File: src/hdl/nfca_pkg.sv
`timescale 1ns / 1ps
// ----------------------------------------------------------------------------
// nfca_pkg
// Shared types and constants of the next-fit chunk allocator.
// ----------------------------------------------------------------------------
package nfca_pkg;

    localparam int POOL_BYTES   = 1024;
    localparam int HEADER_BYTES = 16;
    localparam int FIELD_W      = 10;
    localparam int ADDR_W       = $clog2(POOL_BYTES);
    localparam int POS_W        = ADDR_W + 1;
    localparam int CNT_W        = ADDR_W;
    localparam int ALU_W        = ((ADDR_W > FIELD_W) ? ADDR_W : FIELD_W) + 3;

    localparam logic [ALU_W-1:0] HDR_A  = ALU_W'(HEADER_BYTES);
    localparam logic [ALU_W-1:0] POOL_A = ALU_W'(POOL_BYTES);

    localparam logic MODE_ALLOC = 1'b0;
    localparam logic MODE_FREE  = 1'b1;

    typedef enum logic [1:0] {
        STATUS_OK      = 2'd0,
        STATUS_NO_FIT  = 2'd1,
        STATUS_INVALID = 2'd2
    } status_t;

    typedef enum logic {
        ALU_ADD = 1'b0,
        ALU_SUB = 1'b1
    } alu_op_t;

    typedef struct packed {
        alu_op_t          op;
        logic [ALU_W-1:0] a;
        logic [ALU_W-1:0] b;
        logic [ALU_W-1:0] c;
    } alu_req_t;

    typedef struct packed {
        logic             valid;
        logic             used;
        logic [CNT_W-1:0] count;
    } hdr_t;

    localparam int HDR_BITS = $bits(hdr_t);

endpackage

File: src/hdl/nfca_alu.sv
`timescale 1ns / 1ps
// ----------------------------------------------------------------------------
// nfca_alu
// Shared three-operand adder/subtractor used for every header walk step.
// ----------------------------------------------------------------------------
module nfca_alu (
    input  nfca_pkg::alu_req_t          req,
    output logic [nfca_pkg::ALU_W-1:0]  res
);

    always_comb begin
        unique case (req.op)
            nfca_pkg::ALU_ADD: res = req.a + req.b + req.c;
            nfca_pkg::ALU_SUB: res = req.a - req.b - req.c;
            default:           res = req.a;
        endcase
    end

endmodule

File: config.mk
export PLATFORM = sky130hd
export DESIGN_NAME = nfca_alu
export DESIGN_NICKNAME = d
export VERILOG_FILES = /design/src/hdl/nfca_pkg.sv /design/src/hdl/nfca_alu.sv
export SDC_FILE = /design/constraint.sdc
export NUM_CORES = 1
export LEC_CHECK = 0
export CAP_MARGIN = 20
export CORE_MARGIN = 2
export CORE_UTILIZATION = 30
export DETAILED_ROUTE_END_ITERATION = 8
export DONT_BUFFER_PORTS = 1
export PLACE_DENSITY_LB_ADDON = 0.12
export SLEW_MARGIN = 0
export SYNTH_ARGS = -nofsm -noshare
export SYNTH_HDL_FRONTEND = slang
export SYNTH_SLANG_ARGS = --single-unit
File: constraint.sdc
create_clock -name vclk -period 5.1
set_input_delay 1.02 -clock vclk [all_inputs]
set_output_delay 1.02 -clock vclk [all_outputs]
set_load 0.01 [all_outputs]
---- After elaboration in Yosys (flattened, before gate mapping) ----
Index checks and enable logic that the tools add are counted.
word-level totals
  bits in registers ....................... 0
  bits in latches ......................... 0
  memory bits (writable) .................. 0
  bits in read-only memories .............. 0
  output and inout bits ................... 13
  memories kept ........................... 0
cells by class
  add/subtract/negate cells ............... 4
  multiply operators ...................... 0
  divide/modulo/power cells ............... 0
  $lt $le $gt $ge ......................... 0
  equality and inequality tests ........... 0
  shifts and indexed selects .............. 0
  muxes and demuxes ....................... 1
  bitwise gates (word level) .............. 1
  reduce and logical (&&, ||, !) cells .... 0
operators by type and width
  cell              count
  $add A13 B13 Y13  2
  $pmux W13 S2      1
  $sub A13 B13 Y13  2
  $not A1 Y1        1

---- Logic depth before layout (Yosys ltp) ----
Gate-level depths: netlist of run 1.
  word-level depth ........................ 3
  depth in mapped cells ................... 12
  mapped depth without buffers ............ 12

---- Worst setup path before layout of run 1 ----
Ideal clock, no wire load.
  path type ............................... input port to output port
  start point ............................. input req[8] (netlist bit)
  end point ............................... output res[12] (netlist bit)
  arrival ................................. 3.301 ns
  slack ................................... 0.779 ns
  stages on the path ...................... 9
  buffers on the path ..................... 0
  cells stage by stage .................... fa_1 > ha_1 > a21o_1 > a21o_1 > a21o_1 > or4b_1 > a21oi_2 > nor4b_2 > xnor2_1
between the ends
  longest elaborated chain between the ends .. 2
  elaborated cells between the ends (all ways) .. 3
  those cells by class .................... add/sub: 2; mux: 1
RTL lines
  what                                                         line                            source
  from (decl)                                                  nfca_alu.sv:7                   input nfca_pkg::alu_req_t req,
  $sub A13 B13 Y13 / $add A13 B13 Y13 (equally long branches)  nfca_alu.sv:14, nfca_alu.sv:13
  $pmux W13 S2 (*)                                             nfca_alu.sv:12                  unique case (req.op)
  to (decl)                                                    nfca_alu.sv:8                   output logic [nfca_pkg::ALU_W-1:0] res
Every way passes the cells marked *; elsewhere a longest branch is shown, timed or not.

---- Worst setup path in the final report of run 1 ----
Ends and elaborated chain as after synthesis.

==> impl_metrics.yaml, run 1 <==
floorplan:
  die_w_um: 83.6
  dieArea_mm2: 0.00699
  start_util_pct: 30.5
  ios: 53
  fp.coreArea_mm2: 0.00624
  fp.dieH_um: 83.6
  placementRows: 29
route:
  drtAntennaViolNets: 0
  drt-wirelength-per-cell_um: 13.9
  post_drt_via_cell_ratio: 4.88
  vias: 1431
  routed_wl_um: 4070
  dr.pass1.iters: 4
  drt_drc_violations_left: 0
  drtIter0Drc: 31
worst_setup_path:
  critPathArrivalTime_ns: 3.45
  crit_type: "input pin to primary output"
  end_kind: "primary output"
  required_ns: 4.08
  worstSetupStartpointType: "input pin"
  crit_path_max_fanout: 5
synthesis:
  syn_area_mm2: 0.00190
  yosysUniqueCellTypes: 39
  synth_nets: 308
  synth_warnings: 0
  syn_inst: 219
  ys_seq_area_share_pct: 0
  avgSynthCellArea_um2: 8.68
sta:
  fin_crit_ns: 4.47
  rsz0062_at_grt: "false"
  maxSlewViolCount: 0
  tns_ns: 0
  finalSetupViolCount: 0
  max_freq_mhz: 224
  fin_crit_sh_pct: 87.7
  worst_slew_pin_slew_ns: 0.557
  max_slew_margin_pct: 62.5
  hold_viol_final: 0
power:
  p_seq_share_pct: 0
  ir_worst_vdd_v: 0.0000761
  leakage_nw: 0.911
  switchingPower_w: 0.000226
  power_frac_clock_pct: 0
  p_int_w: 0.000169
  pwr-share-comb_pct: 100.0
  pwr_density_cell_mw_per_mm2: 199
  p_sw_share_pct: 57.2
global_route:
  antenna_found_initial: 0
  grt_max_degree: 28
  grt_pass1_vias: 1464
  grt_pass1_wl_um: 6880
  overflow: 0
  grtUsageTotal_pct: 11.5
run_status:
  run_status: "completed"
place:
  io_buffer_count: 0
  gp_congestion: 0.754
  dpl.hpwl_um: 3570
layout:
  final_cell_mix: "inv_1 (33), fa_1 (27), ha_1 (22), xnor2_1 (16), xor2_1 (14)"
  nClkBuffers: 0
  drive_gt1_share_pct: 5.56
  finish.net_count: 307
  final_util_pct: 31.7
  final_common_cell: "inv_1"
  antenna_cells: 0
  syn_to_final_growth_pct: 4.08
  multi_input_area_mm2: 0.00176
  n_fill_cell: 674
  seq_area_um2: 0
  nFlopsAndLatches: 0
clock_tree:
  post-cts-setup-buffers: 0
  cts_resized: 0
  ctsHoldBuffers: 0
run:
  max-cap-violations: 0
hold_path:
  min_path_cells: 1
  hold_path_class: "input pin to primary output"
cell families after synthesis:
family / share of synthesized area, %
compound gates: 22.2
xor+xnor: 13.8
fa+ha+maj: 42.9
buf+inv: 7.50
mux: 2.17
simple gates: 11.4
routing by layer:
| layer | global-route usage (%) | wire length, um | share of wire (%) | vias to the layer above |
|---|---|---|---|---|
| li1 | - | - | - | 727 |
| met1 | 18.1 | 2050 | 50 | 659 |
| met2 | 17.7 | 1720 | 42 | 45 |
| met3 | 1.78 | 297 | 7.3 | 0 |
| met4 | 0 | 0 | 0 | 0 |
| met5 | 0 | 0 | 0 | - |
path summary, 6_finish.rpt:
kind / startpoint / to / slack (ns)
setup / recovery: req[8] / res[12] / 0.63
hold / removal: req[39] / res[6] / 2.13
area by class of cell:
cell class                 instances  share of cell area (%)
inverter                          33                    6.26
multi-input combinational        183                    88.9
tap                               77                    4.87
per-stage QoR:
step           area, um2  total power [W]  hold slack (ns)  setup WS [ns]  instances
2_1_floorplan       1900         0.000328             2.22          0.779        219
3_3_place_gp        1980         0.000398             2.13          0.666        293
3_5_place_dp        1980         0.000396             2.13          0.631        293
4_1_cts             1980         0.000399             2.13          0.624        293
5_1_grt             1980         0.000445             2.14          0.500        293
6_report            1980         0.000395             2.13          0.629        293
power by group through the flow:
stage	clock network (W)	registers, W	logic, W
floorplan	0	0	0.000328
global placement	0	0	0.000398
detailed placement	0	0	0.000396
CTS	0	0	0.000399
global route	0	0	0.000445
finish	0	0	0.000395
worst max-delay path, cell delays in order:
cell     delay, ns
fa_1          0.51
ha_1          0.38
a21o_1        0.19
a21o_1        0.17
a21o_1        0.20
or4b_1        0.49
a21oi_2       0.13
nor4b_2       0.06
xnor2_1       0.29
cell usage after synthesis (3+ instances only):
library cell / number / share of area (%)
fa_1: 27 / 28
o21ai_0: 11 / 2.9
ha_1: 22 / 14
nor2_1: 12 / 2.4
and4_1: 3 / 1.4
nand2_1: 9 / 1.8
inv_1: 33 / 6.5
o21ai_1: 3 / 0.79
a21o_1: 9 / 3.6
xor2_1: 14 / 6.4
o21a_1: 5 / 2.0
a21oi_1: 12 / 3.2
a31oi_1: 7 / 2.3
xnor2_1: 16 / 7.4
nand2b_1: 3 / 0.99
a21oi_2: 3 / 1.4
mux2i_1: 3 / 1.6
Power figures use the tool's default switching activity.
==> inputs of run 2 (changes only) <==
--- a/config.mk
+++ b/config.mk
@@ -11,6 +11,7 @@
 export DETAILED_ROUTE_END_ITERATION = 8
 export DONT_BUFFER_PORTS = 1
 export PLACE_DENSITY_LB_ADDON = 0.12
+export REMOVE_ABC_BUFFERS = 1
 export SLEW_MARGIN = 0
 export SYNTH_ARGS = -nofsm -noshare
 export SYNTH_HDL_FRONTEND = slang
==> run 2 against run 1 <==
Compared with the run above:
- via count is 0.77% higher
- critical path depth unchanged
- core utilization unchanged
- count of clock-buffer cells in the layout stayed put
- die area did not move
- largest power group unchanged
- first-iteration DRC count grew 45%
- sequential share of layout area unchanged
- sequential cell count stayed put
- hold slack got worse by 0.0060 ns
- fmax increased by 0.71%
- global-route usage hardly changed
- critical endpoint unchanged
==> impl_metrics.yaml, run 2 (same netlist as run 1, synthesis figures left out) <==
layout:
  final_util_pct: 31.7
  finish.net_count: 307
  nFlopsAndLatches: 0
  final_cell_mix: "inv_1 (33), fa_1 (27), ha_1 (22), xnor2_1 (16), xor2_1 (14)"
  final_common_cell: "inv_1"
  fin_area_mm2: 0.00198
  seq_area_um2: 0
  syn_to_final_growth_pct: 4.08
  final_cells: 293
  nClkBuffers: 0
  drive_gt1_share_pct: 5.56
  antenna_cells: 0
place:
  place_area_mm2: 0.00198
  io_buffer_count: 0
  place_inst: 293
  dpl.hpwl_um: 3500
  preCtsSetupSlack_ns: 0.647
  gp_congestion: 0.713
floorplan:
  fp.dieH_um: 83.6
  ios: 53
  start_util_pct: 30.5
  dieArea_mm2: 0.00699
  fp.coreArea_mm2: 0.00624
  die_w_um: 83.6
  placementRows: 29
worst_setup_path:
  crit_path_max_fanout: 5
  crit_type: "input pin to primary output"
  path_common_cell: "a21o_1"
  critPathMaxStageDelay_ns: 0.50
  path_cells: "fa_1 > ha_1 > a21o_1 > a21o_1 > a21o_1 > or4b_1 > a21oi_2 > nor4b_2 > xnor2_1"
  critPathArrivalTime_ns: 3.42
  worstSetupStartpointType: "input pin"
  crit_buf_inv: 0
  cp_slowest_cell: "fa_1"
  required_ns: 4.08
  critPathTopFamily: "adder cells"
  end_kind: "primary output"
sta:
  max_slew_margin_pct: 67.7
  finalSetupViolCount: 0
  max_freq_mhz: 225
  fin_crit_sh_pct: 87.1
  worst_slew_pin_slew_ns: 0.479
  tns_ns: 0
  fin_ws_ns: 0.660
  hold_viol_final: 0
  fin_crit_ns: 4.44
  maxSlewViolCount: 0
  rsz0062_at_grt: "false"
run_status:
  run_status: "completed"
hold_path:
  hold_path_class: "input pin to primary output"
route:
  maxUsedRoutingLayer: "met3"
  drt-wirelength-per-cell_um: 13.3
  post_drt_via_cell_ratio: 4.92
  wl_met1_um: 1830
  vias: 1442
  drt_drc_violations_left: 0
  drtAntennaViolNets: 0
  dr.pass1.iters: 4
  met3WireLength_um: 224
  drtIter0Drc: 45
  routed_wl_um: 3880
  wl_met2_um: 1830
global_route:
  grtUsageTotal_pct: 11.5
  overflow: 0
  antenna_found_initial: 0
  grt_pass1_vias: 1491
  grt_pass1_wl_um: 6930
  grt_max_degree: 28
power:
  pwr_density_cell_mw_per_mm2: 196
  ir_worst_vdd_v: 0.0000699
  leakage_nw: 0.911
run:
  max-cap-violations: 0
clock_tree:
  post-cts-setup-buffers: 0
  cts_resized: 0
  ctsHoldBuffers: 0
run 2: per-stage QoR:
| stage | hold WS [ns] | power [W] |
|---|---|---|
| 4_1_cts | 2.13 | 0.000397 |
| 3_3_place_gp | 2.13 | 0.000397 |
| 6_report | 2.13 | 0.000388 |
| 5_1_grt | 2.13 | 0.000443 |
| 3_5_place_dp | 2.13 | 0.000393 |
| 2_1_floorplan | 2.12 | 0.000325 |
run 2: path summary, 6_finish.rpt:
| path | from | end | slack (ns) | depth (start not counted) |
|---|---|---|---|---|
| hold / removal | req[39] | res[0] | 2.13 | 1 |
| setup / recovery | req[8] | res[12] | 0.66 | 9 |
run 2: cell type report:
type | count | area (um2)
Fill cell | 685 | 4260
Multi-Input combinational cell | 183 | 1760
Tap cell | 77 | 96.3
Inverter | 33 | 124
run 2: per-layer routing:
layer	track usage (%)	up-vias
met4	0	0
met2	19.3	36
li1	-	728
met5	0	-
met1	17.0	678
met3	1.48	0
run 2: report_power, final:
part | internal, W | total, W | switching, W
Combinational | 0.000168 | 0.000388 | 0.000220
Clock | 0 | 0 | 0
Sequential | 0 | 0 | 0
Total | 0.000168 | 0.000388 | 0.000220
==> inputs of run 3 (changes only) <==
--- a/config.mk
+++ b/config.mk
@@ -6,7 +6,6 @@
 export NUM_CORES = 1
 export LEC_CHECK = 0
 export CAP_MARGIN = 20
-export CORE_MARGIN = 2
 export CORE_UTILIZATION = 30
 export DETAILED_ROUTE_END_ITERATION = 8
 export DONT_BUFFER_PORTS = 1
==> run 3 against run 2 <==
Compared with the run above:
- global-route usage rose by 0.37 points
- cell count fell by 0.68%
- worst setup slack got worse by 0.015 ns
==> impl_metrics.yaml, run 3 (same netlist as run 1, synthesis figures left out) <==
worst_setup_path:
  required_ns: 4.08
  critPathArrivalTime_ns: 3.43
  worstSetupStartpointType: "input pin"
  crit_type: "input pin to primary output"
  path_common_cell: "a21o_1"
  crit_buf_inv: 0
  end_kind: "primary output"
  crit_path_max_fanout: 5
  critPathTopFamily: "adder cells"
  cp.depth: 9
  cp_slowest_cell: "fa_1"
  critPathMaxStageDelay_ns: 0.50
  path_cells: "fa_1 > ha_1 > a21o_1 > a21o_1 > a21o_1 > or4b_1 > a21oi_2 > nor4b_2 > xnor2_1"
route:
  drtAntennaViolNets: 0
  dr.pass1.iters: 3
  post_drt_via_cell_ratio: 4.76
  vias: 1386
  drtIter0Drc: 37
  routed_wl_um: 3770
  drt-wirelength-per-cell_um: 13.0
  drt_drc_violations_left: 0
layout:
  nFlopsAndLatches: 0
  nClkBuffers: 0
  final_cells: 291
  n_fill_cell: 647
  seq_area_um2: 0
  final_cell_mix: "inv_1 (33), fa_1 (27), ha_1 (22), xnor2_1 (16), xor2_1 (14)"
  drive_gt1_share_pct: 5.56
  finish.net_count: 307
  antenna_cells: 0
  syn_to_final_growth_pct: 3.95
  multi_input_area_mm2: 0.00176
  final_util_pct: 32.8
  fin_area_mm2: 0.00198
  final_common_cell: "inv_1"
sta:
  max_slew_margin_pct: 71.7
  finalSetupViolCount: 0
  maxSlewViolCount: 0
  hold_viol_final: 0
  fin_crit_sh_pct: 87.3
  fin_ws_ns: 0.645
  tns_ns: 0
  rsz0062_at_grt: "false"
  worst_slew_pin_slew_ns: 0.419
  fin_crit_ns: 4.45
  max_freq_mhz: 224
floorplan:
  start_util_pct: 31.6
  fp.dieH_um: 81.6
  ios: 53
  die_w_um: 81.6
  placementRows: 28
  dieArea_mm2: 0.00666
  fp.coreArea_mm2: 0.00603
run:
  max-cap-violations: 0
power:
  p_int_w: 0.000168
  switchingPower_w: 0.000219
  leakage_nw: 0.911
  pwr_density_cell_mw_per_mm2: 195
  pwr-share-comb_pct: 100.0
  power_frac_clock_pct: 0
  p_seq_share_pct: 0
  p_sw_share_pct: 56.6
  ir_worst_vdd_v: 0.0000584
clock_tree:
  ctsHoldBuffers: 0
  cts_resized: 0
  post-cts-setup-buffers: 0
global_route:
  grt_max_degree: 28
  grt_pass1_wl_um: 6440
  antenna_found_initial: 0
  grt_pass1_vias: 1479
  overflow: 0
  grtUsageTotal_pct: 11.9
hold_path:
  min_path_cells: 1
  hold_path_class: "input pin to primary output"
place:
  place_inst: 291
  preCtsSetupSlack_ns: 0.633
  dpl.hpwl_um: 3390
  place_area_mm2: 0.00198
  io_buffer_count: 0
  gp_congestion: 0.690
run_status:
  run_status: "completed"
## run 3: cell counts in the layout (fill, tap and decap cells not counted)
No cell type changed its count.
## run 3: layout make-up
cell class	count	share of cell area, %
inverters	33	6.27
multi-input cells	183	89.0
well taps	75	4.75
## run 3: routing by layer
| metal | routed length [um] | track usage, % |
|---|---|---|
| met2 | 1830 | 21.1 |
| met3 | 126 | 0.444 |
| met4 | 0 | 0 |
| met5 | 0 | 0 |
| met1 | 1820 | 16.9 |
## run 3: worst paths after layout
check,from,end,slack (ns)
worst max-delay path,req[8],res[12],0.65
worst min-delay path,req[39],res[0],2.13
## run 3: per-stage QoR
stage,hold slack [ns],power [W]
detailed placement,2.13,0.000391
global route,2.14,0.000438
CTS,2.13,0.000394
floorplan,2.12,0.000325
global placement,2.13,0.000396
finish,2.13,0.000386
## run 3: power by group through the flow
stage | combinational, W | clock [W] | sequential (W)
2_1_floorplan | 0.000325 | 0 | 0
3_3_place_gp | 0.000396 | 0 | 0
3_5_place_dp | 0.000391 | 0 | 0
4_1_cts | 0.000394 | 0 | 0
5_1_grt | 0.000438 | 0 | 0
6_report | 0.000386 | 0 | 0
